File: src/rtl/core/pip_pkg.sv
// Shared types and constants for the point-in-polygon test unit.
// Used by pip_front, pip_back and the top level; depends on nothing.
`timescale 1ns / 1ps
`default_nettype none

package pip_pkg;

    // Default sizing
    localparam int PIP_MAX_VERTICES = 64;
    localparam int PIP_COORD_BITS   = 16;

    // Item opcodes
    typedef enum logic {
        OP_LOAD  = 1'b0,
        OP_QUERY = 1'b1
    } pip_op_t;

    // Edge walker states
    typedef enum logic [1:0] {
        ST_IDLE,
        ST_ISSUE,
        ST_DRAIN
    } pip_state_t;

    // Head of the item queue as seen by the back end
    typedef struct packed {
        logic    valid;
        pip_op_t op;
    } pip_head_t;

endpackage

`default_nettype wire

File: src/rtl/core/pip_ram.sv
// Generic single-write, single-read RAM with registered read data.
// Stand-alone; used for the vertex stores.
`timescale 1ns / 1ps
`default_nettype none

module pip_ram #(
    parameter int WIDTH  = 16,
    parameter int DEPTH  = 64,
    parameter int ADDR_W = $clog2(DEPTH)
) (
    input  wire logic              clk,
    input  wire logic              wr_en,
    input  wire logic [ADDR_W-1:0] wr_addr,
    input  wire logic [WIDTH-1:0]  wr_data,
    input  wire logic              rd_en,
    input  wire logic [ADDR_W-1:0] rd_addr,
    output logic      [WIDTH-1:0]  rd_data
);

    logic [WIDTH-1:0] mem [DEPTH];

    // Write port
    always_ff @(posedge clk)
    begin
        if (wr_en)
        begin
            mem[wr_addr] <= wr_data;
        end
    end

    // Registered read port
    always_ff @(posedge clk)
    begin
        if (rd_en)
        begin
            rd_data <= mem[rd_addr];
        end
    end

endmodule

`default_nettype wire

File: src/rtl/core/pip_front.sv
// Front end: accepts load and query transactions, drops loads aimed past the
// vertex store, and queues the rest in a two-entry queue. Depends on pip_pkg.
`timescale 1ns / 1ps
`default_nettype none

module pip_front import pip_pkg::*; #(
    parameter int MAX_VERTICES = PIP_MAX_VERTICES,
    parameter int COORD_BITS   = PIP_COORD_BITS,
    localparam int IDX_W       = $clog2(MAX_VERTICES)
) (
    input  wire logic                         clk,
    input  wire logic                         rst_n,
    // input transactions
    input  wire logic                         push,
    output logic                              full,
    input  wire logic                         opcode,
    input  wire logic        [IDX_W-1:0]      vertex_index,
    input  wire logic signed [COORD_BITS-1:0] x,
    input  wire logic signed [COORD_BITS-1:0] y,
    // queue head toward the back end
    output pip_head_t                         head,
    output logic             [IDX_W-1:0]      head_idx,
    output logic signed      [COORD_BITS-1:0] head_x,
    output logic signed      [COORD_BITS-1:0] head_y,
    input  wire logic                         take
);

    localparam logic [IDX_W:0] IDX_LIMIT = (IDX_W + 1)'(MAX_VERTICES);

    logic [1:0] count_reg, count_next;
    logic       wr_ptr_reg, rd_ptr_reg;

    pip_op_t                op_q_reg  [2];
    logic [IDX_W-1:0]       idx_q_reg [2];
    logic [COORD_BITS-1:0]  x_q_reg   [2];
    logic [COORD_BITS-1:0]  y_q_reg   [2];

    logic    accept;
    logic    keep;
    logic    deq;
    logic    idx_ok;
    pip_op_t in_op;

    // Classify the incoming transaction
    assign in_op  = pip_op_t'(opcode);
    assign idx_ok = {1'b0, vertex_index} < IDX_LIMIT;
    assign full   = (count_reg == 2'd2);
    assign accept = push && !full;
    assign keep   = accept && ((in_op == OP_QUERY) || idx_ok);
    assign deq    = take && (count_reg != 2'd0);

    // Occupancy
    always_comb
    begin
        count_next = count_reg;
        if (keep && !deq)
        begin
            count_next = count_reg + 2'd1;
        end
        else if (!keep && deq)
        begin
            count_next = count_reg - 2'd1;
        end
    end

    // Advance pointers and occupancy
    always_ff @(posedge clk or negedge rst_n)
    begin
        if (!rst_n)
        begin
            count_reg  <= 2'd0;
            wr_ptr_reg <= 1'b0;
            rd_ptr_reg <= 1'b0;
        end
        else
        begin
            count_reg <= count_next;
            if (keep)
            begin
                wr_ptr_reg <= !wr_ptr_reg;
            end
            if (deq)
            begin
                rd_ptr_reg <= !rd_ptr_reg;
            end
        end
    end

    // Store queued items
    always_ff @(posedge clk)
    begin
        if (keep)
        begin
            op_q_reg[wr_ptr_reg]  <= in_op;
            idx_q_reg[wr_ptr_reg] <= vertex_index;
            x_q_reg[wr_ptr_reg]   <= x;
            y_q_reg[wr_ptr_reg]   <= y;
        end
    end

    // Present the oldest item
    assign head.valid = (count_reg != 2'd0);
    assign head.op    = op_q_reg[rd_ptr_reg];
    assign head_idx   = idx_q_reg[rd_ptr_reg];
    assign head_x     = $signed(x_q_reg[rd_ptr_reg]);
    assign head_y     = $signed(y_q_reg[rd_ptr_reg]);

endmodule

`default_nettype wire

File: src/rtl/core/pip_back.sv
// Back end: holds the vertex count, writes vertices into the stores and walks
// the polygon edges through a four-stage compare pipeline for each query.
// Depends on pip_pkg and pip_ram.
`timescale 1ns / 1ps
`default_nettype none

module pip_back import pip_pkg::*; #(
    parameter int MAX_VERTICES = PIP_MAX_VERTICES,
    parameter int COORD_BITS   = PIP_COORD_BITS,
    localparam int IDX_W       = $clog2(MAX_VERTICES),
    localparam int CNT_W       = $clog2(MAX_VERTICES + 1)
) (
    input  wire logic                         clk,
    input  wire logic                         rst_n,
    // configuration
    input  wire logic                         cfg_valid,
    output logic                              cfg_ready,
    input  wire logic        [CNT_W-1:0]      vertex_count,
    // queue head from the front end
    input  wire pip_head_t                    head,
    input  wire logic        [IDX_W-1:0]      head_idx,
    input  wire logic signed [COORD_BITS-1:0] head_x,
    input  wire logic signed [COORD_BITS-1:0] head_y,
    output logic                              take,
    // results
    input  wire logic                         pop,
    output logic                              empty,
    output logic                              inside_res
);

    localparam int D_W = COORD_BITS + 1;
    localparam int P_W = 2 * D_W;
    localparam logic [CNT_W-1:0] CNT_MAX = CNT_W'(MAX_VERTICES);

    pip_state_t state_reg, state_next;

    logic [CNT_W-1:0] count_reg;
    logic [CNT_W-1:0] n_eff;
    logic [CNT_W-1:0] n_minus1;

    logic [IDX_W-1:0]             i_reg;
    logic [IDX_W-1:0]             last_reg;
    logic                         first_reg;
    logic signed [COORD_BITS-1:0] px_reg, py_reg;

    // walker controls
    logic             start;
    logic             zero_done;
    logic             ram_we;
    logic             rd_en;
    logic [IDX_W-1:0] rd_addr;
    logic             issue_edge;
    logic             issue_last;

    // store read data
    logic [COORD_BITS-1:0]        rd_x, rd_y;
    logic signed [COORD_BITS-1:0] xi, yi, xj, yj;
    logic [COORD_BITS-1:0]        prev_x_reg, prev_y_reg;

    // pipeline
    logic                s1_valid_reg, s1_edge_reg, s1_last_reg;
    logic                s2_valid_reg, s2_last_reg, s2_hit_reg, s2_up_reg;
    logic signed [D_W-1:0] a_reg, dy_reg, c_reg, d_reg;
    logic                s3_valid_reg, s3_last_reg, s3_hit_reg, s3_up_reg;
    logic signed [P_W-1:0] p1_reg, p2_reg;
    logic                span;
    logic                left;
    logic                toggle;
    logic                inside_reg;
    logic                inside_next;

    logic res_valid_reg;
    logic res_reg;

    // Configuration register, always writable
    assign cfg_ready = 1'b1;

    always_ff @(posedge clk or negedge rst_n)
    begin
        if (!rst_n)
        begin
            count_reg <= '0;
        end
        else if (cfg_valid)
        begin
            count_reg <= vertex_count;
        end
    end

    // Clamp the count to the store depth
    assign n_eff    = (count_reg > CNT_MAX) ? CNT_MAX : count_reg;
    assign n_minus1 = n_eff - CNT_W'(1);

    // Next state
    always_comb
    begin
        state_next = state_reg;
        case (state_reg)
            ST_IDLE:
            begin
                if (head.valid && (head.op == OP_QUERY) && !res_valid_reg
                    && (n_eff != '0))
                begin
                    state_next = ST_ISSUE;
                end
            end
            ST_ISSUE:
            begin
                if (!first_reg && (i_reg == last_reg))
                begin
                    state_next = ST_DRAIN;
                end
            end
            ST_DRAIN:
            begin
                if (s3_valid_reg && s3_last_reg)
                begin
                    state_next = ST_IDLE;
                end
            end
            default:
            begin
                state_next = ST_IDLE;
            end
        endcase
    end

    // Walker outputs
    always_comb
    begin
        take       = 1'b0;
        start      = 1'b0;
        zero_done  = 1'b0;
        ram_we     = 1'b0;
        rd_en      = 1'b0;
        rd_addr    = i_reg;
        issue_edge = 1'b0;
        issue_last = 1'b0;
        case (state_reg)
            ST_IDLE:
            begin
                if (head.valid)
                begin
                    if (head.op == OP_LOAD)
                    begin
                        take   = 1'b1;
                        ram_we = 1'b1;
                    end
                    else if (!res_valid_reg)
                    begin
                        take      = 1'b1;
                        start     = (n_eff != '0);
                        zero_done = (n_eff == '0);
                    end
                end
            end
            ST_ISSUE:
            begin
                rd_en      = 1'b1;
                rd_addr    = first_reg ? last_reg : i_reg;
                issue_edge = !first_reg;
                issue_last = !first_reg && (i_reg == last_reg);
            end
            ST_DRAIN:
            begin
                rd_en = 1'b0;
            end
            default:
            begin
                rd_en = 1'b0;
            end
        endcase
    end

    // State and edge counter
    always_ff @(posedge clk or negedge rst_n)
    begin
        if (!rst_n)
        begin
            state_reg <= ST_IDLE;
            i_reg     <= '0;
            first_reg <= 1'b0;
        end
        else
        begin
            state_reg <= state_next;
            if (start)
            begin
                i_reg     <= '0;
                first_reg <= 1'b1;
            end
            else if (state_reg == ST_ISSUE)
            begin
                if (first_reg)
                begin
                    first_reg <= 1'b0;
                end
                else
                begin
                    i_reg <= i_reg + IDX_W'(1);
                end
            end
        end
    end

    // Latch the query point and last vertex index
    always_ff @(posedge clk)
    begin
        if (start)
        begin
            px_reg   <= head_x;
            py_reg   <= head_y;
            last_reg <= n_minus1[IDX_W-1:0];
        end
    end

    // Vertex stores
    pip_ram #(
        .WIDTH (COORD_BITS),
        .DEPTH (MAX_VERTICES)
    ) u_vertex_x_store (
        .clk     (clk),
        .wr_en   (ram_we),
        .wr_addr (head_idx),
        .wr_data (head_x),
        .rd_en   (rd_en),
        .rd_addr (rd_addr),
        .rd_data (rd_x)
    );

    pip_ram #(
        .WIDTH (COORD_BITS),
        .DEPTH (MAX_VERTICES)
    ) u_vertex_y_store (
        .clk     (clk),
        .wr_en   (ram_we),
        .wr_addr (head_idx),
        .wr_data (head_y),
        .rd_en   (rd_en),
        .rd_addr (rd_addr),
        .rd_data (rd_y)
    );

    // Stage 1: read data arrives, pair it with the previous vertex
    assign xi = $signed(rd_x);
    assign yi = $signed(rd_y);
    assign xj = $signed(prev_x_reg);
    assign yj = $signed(prev_y_reg);
    assign span = ((yi <= py_reg) && (py_reg < yj)) || ((yj <= py_reg) && (py_reg < yi));

    always_ff @(posedge clk)
    begin
        if (s1_valid_reg)
        begin
            prev_x_reg <= rd_x;
            prev_y_reg <= rd_y;
        end
    end

    // Stage 2: coordinate differences
    always_ff @(posedge clk)
    begin
        a_reg     <= {px_reg[COORD_BITS-1], px_reg} - {xi[COORD_BITS-1], xi};
        dy_reg    <= {yj[COORD_BITS-1], yj} - {yi[COORD_BITS-1], yi};
        c_reg     <= {xj[COORD_BITS-1], xj} - {xi[COORD_BITS-1], xi};
        d_reg     <= {py_reg[COORD_BITS-1], py_reg} - {yi[COORD_BITS-1], yi};
        s2_hit_reg <= s1_edge_reg && span;
        s2_up_reg  <= (yj > yi);
        s2_last_reg <= s1_last_reg;
    end

    // Stage 3: cross products
    always_ff @(posedge clk)
    begin
        p1_reg      <= P_W'(a_reg) * P_W'(dy_reg);
        p2_reg      <= P_W'(c_reg) * P_W'(d_reg);
        s3_hit_reg  <= s2_hit_reg;
        s3_up_reg   <= s2_up_reg;
        s3_last_reg <= s2_last_reg;
    end

    // Pipeline valid flags
    always_ff @(posedge clk or negedge rst_n)
    begin
        if (!rst_n)
        begin
            s1_valid_reg <= 1'b0;
            s1_edge_reg  <= 1'b0;
            s1_last_reg  <= 1'b0;
            s2_valid_reg <= 1'b0;
            s3_valid_reg <= 1'b0;
        end
        else
        begin
            s1_valid_reg <= rd_en;
            s1_edge_reg  <= issue_edge;
            s1_last_reg  <= issue_last;
            s2_valid_reg <= s1_valid_reg;
            s3_valid_reg <= s2_valid_reg;
        end
    end

    // Stage 4: crossing decision, flipped by the edge direction
    assign left        = s3_up_reg ? (p1_reg < p2_reg) : (p1_reg > p2_reg);
    assign toggle      = s3_valid_reg && s3_hit_reg && left;
    assign inside_next = inside_reg ^ toggle;

    always_ff @(posedge clk or negedge rst_n)
    begin
        if (!rst_n)
        begin
            inside_reg <= 1'b0;
        end
        else if (start)
        begin
            inside_reg <= 1'b0;
        end
        else
        begin
            inside_reg <= inside_next;
        end
    end

    // Result slot: fill at the last edge or for an empty polygon, drop on pop
    always_ff @(posedge clk or negedge rst_n)
    begin
        if (!rst_n)
        begin
            res_valid_reg <= 1'b0;
        end
        else if (zero_done || (s3_valid_reg && s3_last_reg))
        begin
            res_valid_reg <= 1'b1;
        end
        else if (pop)
        begin
            res_valid_reg <= 1'b0;
        end
    end

    always_ff @(posedge clk)
    begin
        if (zero_done)
        begin
            res_reg <= 1'b0;
        end
        else if (s3_valid_reg && s3_last_reg)
        begin
            res_reg <= inside_next;
        end
    end

    assign empty      = !res_valid_reg;
    assign inside_res = res_reg;

endmodule

`default_nettype wire

File: src/rtl/core/point_in_polygon_test_unit.sv
// Top level of the point-in-polygon test unit: front-end queue and back-end
// edge walker. Depends on pip_pkg, pip_front, pip_back and pip_ram.
//
//  channel   | handshake            | payload
//  ----------+----------------------+-------------------------------------
//  items in  | push / full          | opcode, vertex_index, x, y
//  results   | empty / pop          | inside_res
//  config    | cfg_valid / cfg_ready| vertex_count
//
// A load is taken by the edge walker straight from the queue head. A query over
// n vertices makes n + 1 store reads, one per cycle on the single read port,
// then passes four pipeline stages; a count of zero answers without a store read.
// Reset clears control state only; the vertex stores need no clearing pass.
// Two transactions can wait in the input queue while the walker is busy, and
// a new query starts only after the previous result has been popped.
`timescale 1ns / 1ps
`default_nettype none

module point_in_polygon_test_unit import pip_pkg::*; #(
    parameter int MAX_VERTICES = PIP_MAX_VERTICES,
    parameter int COORD_BITS   = PIP_COORD_BITS,
    localparam int IDX_W       = $clog2(MAX_VERTICES),
    localparam int CNT_W       = $clog2(MAX_VERTICES + 1)
) (
    input  wire logic                         clk,
    input  wire logic                         rst_n,
    // configuration
    input  wire logic                         cfg_valid,
    output logic                              cfg_ready,
    input  wire logic        [CNT_W-1:0]      vertex_count,
    // items
    input  wire logic                         push,
    output logic                              full,
    input  wire logic                         opcode,
    input  wire logic        [IDX_W-1:0]      vertex_index,
    input  wire logic signed [COORD_BITS-1:0] x,
    input  wire logic signed [COORD_BITS-1:0] y,
    // results
    output logic                              empty,
    input  wire logic                         pop,
    output logic                              inside_res
);

    pip_head_t                    head;
    logic [IDX_W-1:0]             head_idx;
    logic signed [COORD_BITS-1:0] head_x, head_y;
    logic                         take;

    pip_front #(
        .MAX_VERTICES (MAX_VERTICES),
        .COORD_BITS   (COORD_BITS)
    ) u_front (
        .clk          (clk),
        .rst_n        (rst_n),
        .push         (push),
        .full         (full),
        .opcode       (opcode),
        .vertex_index (vertex_index),
        .x            (x),
        .y            (y),
        .head         (head),
        .head_idx     (head_idx),
        .head_x       (head_x),
        .head_y       (head_y),
        .take         (take)
    );

    pip_back #(
        .MAX_VERTICES (MAX_VERTICES),
        .COORD_BITS   (COORD_BITS)
    ) u_back (
        .clk          (clk),
        .rst_n        (rst_n),
        .cfg_valid    (cfg_valid),
        .cfg_ready    (cfg_ready),
        .vertex_count (vertex_count),
        .head         (head),
        .head_idx     (head_idx),
        .head_x       (head_x),
        .head_y       (head_y),
        .take         (take),
        .pop          (pop),
        .empty        (empty),
        .inside_res   (inside_res)
    );

endmodule

`default_nettype wire

File: config.mk
export PLATFORM = sky130hd
export DESIGN_NAME = point_in_polygon_test_unit
export DESIGN_NICKNAME = d
export VERILOG_FILES = /design/src/rtl/core/pip_pkg.sv /design/src/rtl/core/pip_ram.sv /design/src/rtl/core/pip_front.sv /design/src/rtl/core/pip_back.sv /design/src/rtl/core/point_in_polygon_test_unit.sv
export SDC_FILE = /design/constraint.sdc
export NUM_CORES = 2
export LEC_CHECK = 0
export BUFFER_PORTS_ARGS = -buffer_cell sky130_fd_sc_hd__buf_2
export CAP_MARGIN = 40
export CORE_ASPECT_RATIO = 1.75
export CORE_MARGIN = 4
export CORE_UTILIZATION = 64
export CTS_CLUSTER_SIZE = 16
export DETAILED_ROUTE_END_ITERATION = 7
export GPL_TIMING_DRIVEN = 0
export PLACE_DENSITY_LB_ADDON = 0.15
export SLEW_MARGIN = 20
export SYNTH_ARGS = -nofsm -noshare
export SYNTH_HDL_FRONTEND = slang
export SYNTH_SLANG_ARGS = --single-unit
File: constraint.sdc
create_clock -name clk -period 8.5 [get_ports clk]
set_input_delay 2.125 -clock clk [delete_from_list [all_inputs] [get_ports clk]]
set_output_delay 2.125 -clock clk [all_outputs]
set_load 0.02 [all_outputs]
Word level (Yosys, flattened, before mapping)
Memories as Yosys holds them, arrays and structs flattened. A register that Yosys moved wholly into a read port is not among the register bits.
Cells that the tools add are included.
- bits in registers: 240
- bits in writable memories: 2126
- bits of input ports: 51
- output and inout port bits: 4
- word-level logic and storage cells: 137
- memories kept: 6
- add/subtract/negate cells: 8
- $mul: 2
- order comparisons: 8
- eq/ne operators: 8
- muxes and demuxes: 40
- bitwise logic cells: 1
- reduce and logical (&&, ||, !) cells: 32
- memories (name ; words ; bits a word ; rd ports ; clocked after memory_dff ; wr ports ; line ; text):
    u_back.u_vertex_x_store.mem ; 64 ; 16 ; 1 ; 1 ; 1 ; pip_ram.sv:20 ; logic [WIDTH-1:0] mem [DEPTH];
    u_back.u_vertex_y_store.mem ; 64 ; 16 ; 1 ; 1 ; 1 ; pip_ram.sv:20 ;
    u_front.x_q_reg ; 2 ; 16 ; 1 ; 0 ; 1 ; pip_front.sv:35 ; logic [COORD_BITS-1:0] x_q_reg [2];
    u_front.y_q_reg ; 2 ; 16 ; 1 ; 0 ; 1 ; pip_front.sv:36 ; logic [COORD_BITS-1:0] y_q_reg [2];
    u_front.idx_q_reg ; 2 ; 6 ; 1 ; 0 ; 1 ; pip_front.sv:34 ; logic [IDX_W-1:0] idx_q_reg [2];
    u_front.op_q_reg ; 2 ; 1 ; 1 ; 0 ; 1 ; pip_front.sv:33 ; pip_op_t op_q_reg [2];
- operators by type and width (cell ; count):
    $mul A17 B17 Y34 ; 2
    $sub A16 B16 Y17 ; 4
    $gt A34 B34 Y1 ; 1
    $lt A34 B34 Y1 ; 1
    $le A16 B16 Y1 ; 2
    $lt A16 B16 Y1 ; 2
    $mux W6 ; 5
    $mux W1 ; 28
    $gt A16 B16 Y1 ; 1
    $logic_and A1 B1 Y1 ; 14
    $mux W2 ; 5
    $reduce_bool A2 Y1 ; 4
    $gt A7 B7 Y1 const B ; 1
    $logic_not A1 Y1 ; 7
    $logic_not A7 Y1 ; 1
    $mux W7 ; 1
    $reduce_bool A7 Y1 ; 1
    $add A6 B1 Y6 const B ; 1
    $eq A6 B6 Y1 ; 1
    $ne A2 B1 Y1 const B ; 3
    $pmux W2 S3 ; 1
    $sub A6 B1 Y6 const B ; 1
    $eq A2 B2 Y1 const B ; 2
    $reduce_and A3 Y1 ; 1
    other kinds (8) ; 9

Depth between registers and ports, before layout
- depth in word-level cells: 9
- mapped depth: 25

Hierarchy
A second synthesis with hierarchy kept.
- cells, all modules: 7077
- area, all modules: 115428.2 um^2
- by module, submodules not included (module ; instances ; cells each ; area an instance (um^2) ; sequential area each (um^2)):
    pip_ram ; 2 ; 1829 ; 40202.3 ; 31230.0
    pip_back ; 1 ; 3279 ; 31996.9 ; 5540.3
    pip_front ; 1 ; 140 ; 3026.7 ; 2442.3

Least setup slack after synthesis
No wires, ideal clock.
- path type: register to register
- from: register u_back.d_reg[9]
- to: register u_back.p2_reg[33]
- setup time: 121 ps
- arrival: 6151 ps
- required time: 8379 ps
- setup slack: 2229 ps
- cell stages (with the launch flop): 23
- path buffers: 2
- period minus slack after synthesis: 6271 ps
- path through: dfxtp_1 clkbuf_1 clkbuf_1 nand2_1 fa_1 inv_1 fa_1 fa_1 fa_1 fa_1 inv_1 fa_1 inv_1 ha_1 a211oi_1 nor2_1 or4_1 a31o_2 a221o_1 a211o_1 a31oi_1 o21bai_1 xnor2_1
- word-level cells in the longest chain between the ends: 1
- RTL lines (element ; line ; text):
    start, declared ; pip_back.sv:63 ; logic signed [D_W-1:0] a_reg, dy_reg, c_reg, d_reg;
    start signal, assigned ; pip_back.sv:266 ; d_reg <= {py_reg[COORD_BITS-1], py_reg} - {yi[COORD_BITS-1], yi};
    $mul A17 B17 Y34 ; pip_back.sv:276 ; p2_reg <= P_W'(c_reg) * P_W'(d_reg);
    end signal, assigned ; pip_back.sv:276 ;
    end, declared ; pip_back.sv:65 ; logic signed [P_W-1:0] p1_reg, p2_reg;
Every way passes these cells.
A chain may end at the register's enable or synchronous reset.

Worst setup path in the final report
- from: register u_back.d_reg[8]
- to: register u_back.p2_reg[33]
The elaborated chain is that of the path after synthesis.

==> results.md <==
* Most frequent cells in the layout: edfxtp_1, inv_1, nand2_1
* Fin. Hold Viols at 0
* Actual slew at the worst max-slew pin at 1.05 ns
* Max Cap Viol at 0
* Worst r2r dst: u_back.p2_reg[33]
* Post-synth EDFFs at 2228
* Post-synthesis sequential area ratio at 61.3%
* Vias in the first global route at 69300
* Area Overhead vs Synth at 11.8%
* Sink Count at 2398
* Root Buffer Master: clkbuf_16
* Total grt overflow at 0
* Via count at 65400
* FF-to-FF Start: u_back.d_reg[8]
* Die area at 187000 um2
* Drt wl/cell at 31.9 um
* Critical Path RT at 9.17 ns
* Core footprint at 179000 um2
* Area of the multi-input gates at 41100 um2
* Netlist area before placement at 115000 um2
* Setup crit end kind: flop
* Most common cell after layout, fill and taps aside: edfxtp_1
* Cts hold-fix bufs at 0
* Number of DRC markers in iteration 0 at 7080
* Biggest regs: u_back.u_vertex_x_store.mem x1024, u_back.u_vertex_y_store.mem x1024
* FFs w/ async S/R, synth at 1.13%
* Slew HR at 29.3%
* Slew Limit Fails at 0
* DRC viols at 0
* CP Capture Point: u_back.p2_reg[33]
* Worst-Skew Late Latency at 0.88 ns
* Largest net degree at the start of global routing at 66
* Die extent in x at 328 um
* Yosys reg bits at 2398
* Register Area at 70400 um2
* Fillers at 11200
* Layout cells sized above 1 at 16.8%
* Routed wire length at 322000 um
* Reg clk slew, reported paths at 0.07 ns
* Clk_skew at 0.0816 ns
* Final Critical Period at 7.87 ns
* Final period utilization at 92.6%
* Pre-CTS setup slack at 0.417 ns
* Crit Path Max Fanout at 10
* Post-detailed-route count of antenna-violating nets at 0
* CTS tree: yes
* Nets at 8484
* RSZ-0062 raised after global routing: no
* Die height at 569 um
* Setup TNS Final at 0 ns
* Hold WS at 0.329 ns
* CTS resizes at 0
* # rows at 205
* HPWL Detailed at 232000 um
* Worst min-delay path category: flop to flop
* Detailed Routing Iterations Pass 1 at 6
* Vias per inst at 6.48
* Htree depth at 4
* Mapped Nets at 8050
* Count of cell types in the netlist at 73
* Clock buffer depth at 4
* Status: completed
* Gr usage total at 35.2%
* Depth of the most critical reg-to-reg path at 23
* Startpoint types: flop
* Setup Viol. Count Final at 0
* Initial Util at 64.4%
* Cells after Synth at 7113
* Fmax at 0.127 GHz
* I/O pins at 55
* Number of port buffers at 52
* GPL Wtd Cong at 0.955
* WP data arrival at 8.55 ns
* Syn Area/Cell at 16.2 um2
* Crit path from: u_back.d_reg[8]
* Setup repair bufs after CTS at 0
* First-pass GRT wire length at 466000 um
* FF-to-FF setup slack at 0.63 ns
* Worst Setup Path Type: flop to flop
* Primary FF master, synth: edfxtp_1
* Yosys warns at 0
* Antenna violations before repair at 12
* CTS Buf Count at 206
* Setup slack after layout at 0.626 ns
-- synth_stat cells (8+ instances only) --
| master | number | area, um2 |
|---|---|---|
| nand2_1 | 598 | 2240 |
| and3_1 | 17 | 106 |
| a2111oi_0 | 9 | 78.8 |
| o211ai_1 | 8 | 60.1 |
| inv_1 | 743 | 2790 |
| buf_6 | 24 | 270 |
| buf_2 | 49 | 245 |
| nor3_1 | 28 | 140 |
| clkbuf_1 | 197 | 739 |
| edfxtp_1 | 2228 | 66900 |
| o21a_1 | 19 | 143 |
| a21boi_0 | 9 | 67.6 |
| buf_4 | 28 | 210 |
| a311oi_1 | 66 | 578 |
| nand2b_1 | 23 | 144 |
| nor4_1 | 9 | 56.3 |
| dfrtp_1 | 27 | 676 |
| mux2_2 | 42 | 473 |
| nand4_1 | 16 | 100 |
| mux4_2 | 512 | 11500 |
| xnor2_1 | 104 | 911 |
| xor2_1 | 32 | 280 |
| nand3_1 | 39 | 195 |
| and2_1 | 415 | 2600 |
| dfxtp_1 | 143 | 2860 |
| a21o_1 | 31 | 233 |
| a31oi_1 | 68 | 425 |
| nor2b_1 | 21 | 131 |
| nor2_1 | 183 | 687 |
| mux2i_1 | 13 | 130 |
| a211oi_1 | 181 | 1360 |
| or3_1 | 15 | 93.8 |
| fa_1 | 596 | 11900 |
| ha_1 | 290 | 3630 |
| o21ai_0 | 71 | 355 |
| a21oi_1 | 161 | 806 |
-- metrics by stage --
step	std cells	cell area, um2	utilization (%)
final	10100	129000	72.0
after global routing	10100	129000	72.0
after floorplan	7113	115000	-
after global placement	9545	118000	66.2
after CTS	10100	128000	71.9
after detailed placement	9702	122000	68.2
-- kinds of logic after synthesis --
group / after synthesis / share of synthesized area (%)
flops: 2398 / 61.3
simple gates: 1396 / 5.89
buf+inv: 1048 / 3.72
fa+ha+maj: 886 / 13.5
compound gates: 680 / 4.00
mux: 568 / 10.6
xor+xnor: 136 / 1.04
other cells: 1 / 0.00326
-- routing by layer --
metal,vias up,track usage (%),wire length [um]
li1,27000,-,-
met1,33800,37.4,96200
met2,3588,60.7,166000
met3,1055,5.10,22700
met4,2,31.0,36500
met5,-,0,17
-- critical path: stages (launching register included) --
cell and delay [ns]:
dfxtp_1 0.31, clkbuf_1 0.30, buf_8 0.20, clkbuf_1 0.49
nand2_1 0.16, fa_1 0.56, inv_1 0.05, fa_1 0.50
fa_1 0.60, fa_1 0.43, fa_1 0.49, inv_1 0.05
fa_1 0.64, inv_1 0.08, ha_1 0.37, o21ai_0 0.18
nor2_1 0.09, or4_1 0.45, a31o_2 0.27, a221o_1 0.39
a211o_1 0.28, a31oi_1 0.20, o21bai_1 0.10, xnor2_1 0.53
-- final cells by class --
| cell class | instances | area share (%) |
|---|---|---|
| Clock inverter | 119 | 0.992 |
| Antenna cell | 3 | 0.00584 |
| Tap cell | 2380 | 2.32 |
| Sequential cell | 2398 | 54.8 |
| Timing Repair Buffer | 226 | 2.40 |
| Multi-Input combinational cell | 3667 | 31.9 |
| Inverter | 744 | 2.17 |
| Buffer | 304 | 1.17 |
| Clock buffer | 247 | 4.19 |
-- how the worst min path moves through the flow --
stage                        from                 end  slack, ns  cells past startpoint
6_report        u_back.s2_hit_reg   u_back.s3_hit_reg       0.33                      0
5_1_grt         u_back.s2_hit_reg   u_back.s3_hit_reg       0.33                      0
4_1_cts         u_back.s2_hit_reg   u_back.s3_hit_reg       0.33                      0
3_5_place_dp    u_back.s2_hit_reg   u_back.s3_hit_reg       0.31                      0
3_3_place_gp   u_back.s2_last_reg  u_back.s3_last_reg       0.32                      0
2_1_floorplan   u_back.s2_hit_reg   u_back.s3_hit_reg       0.31                      0
Power is left out: the tool's default activity adds up to more than one toggle a clock period on the data nets, which glitch-free logic cannot reach.
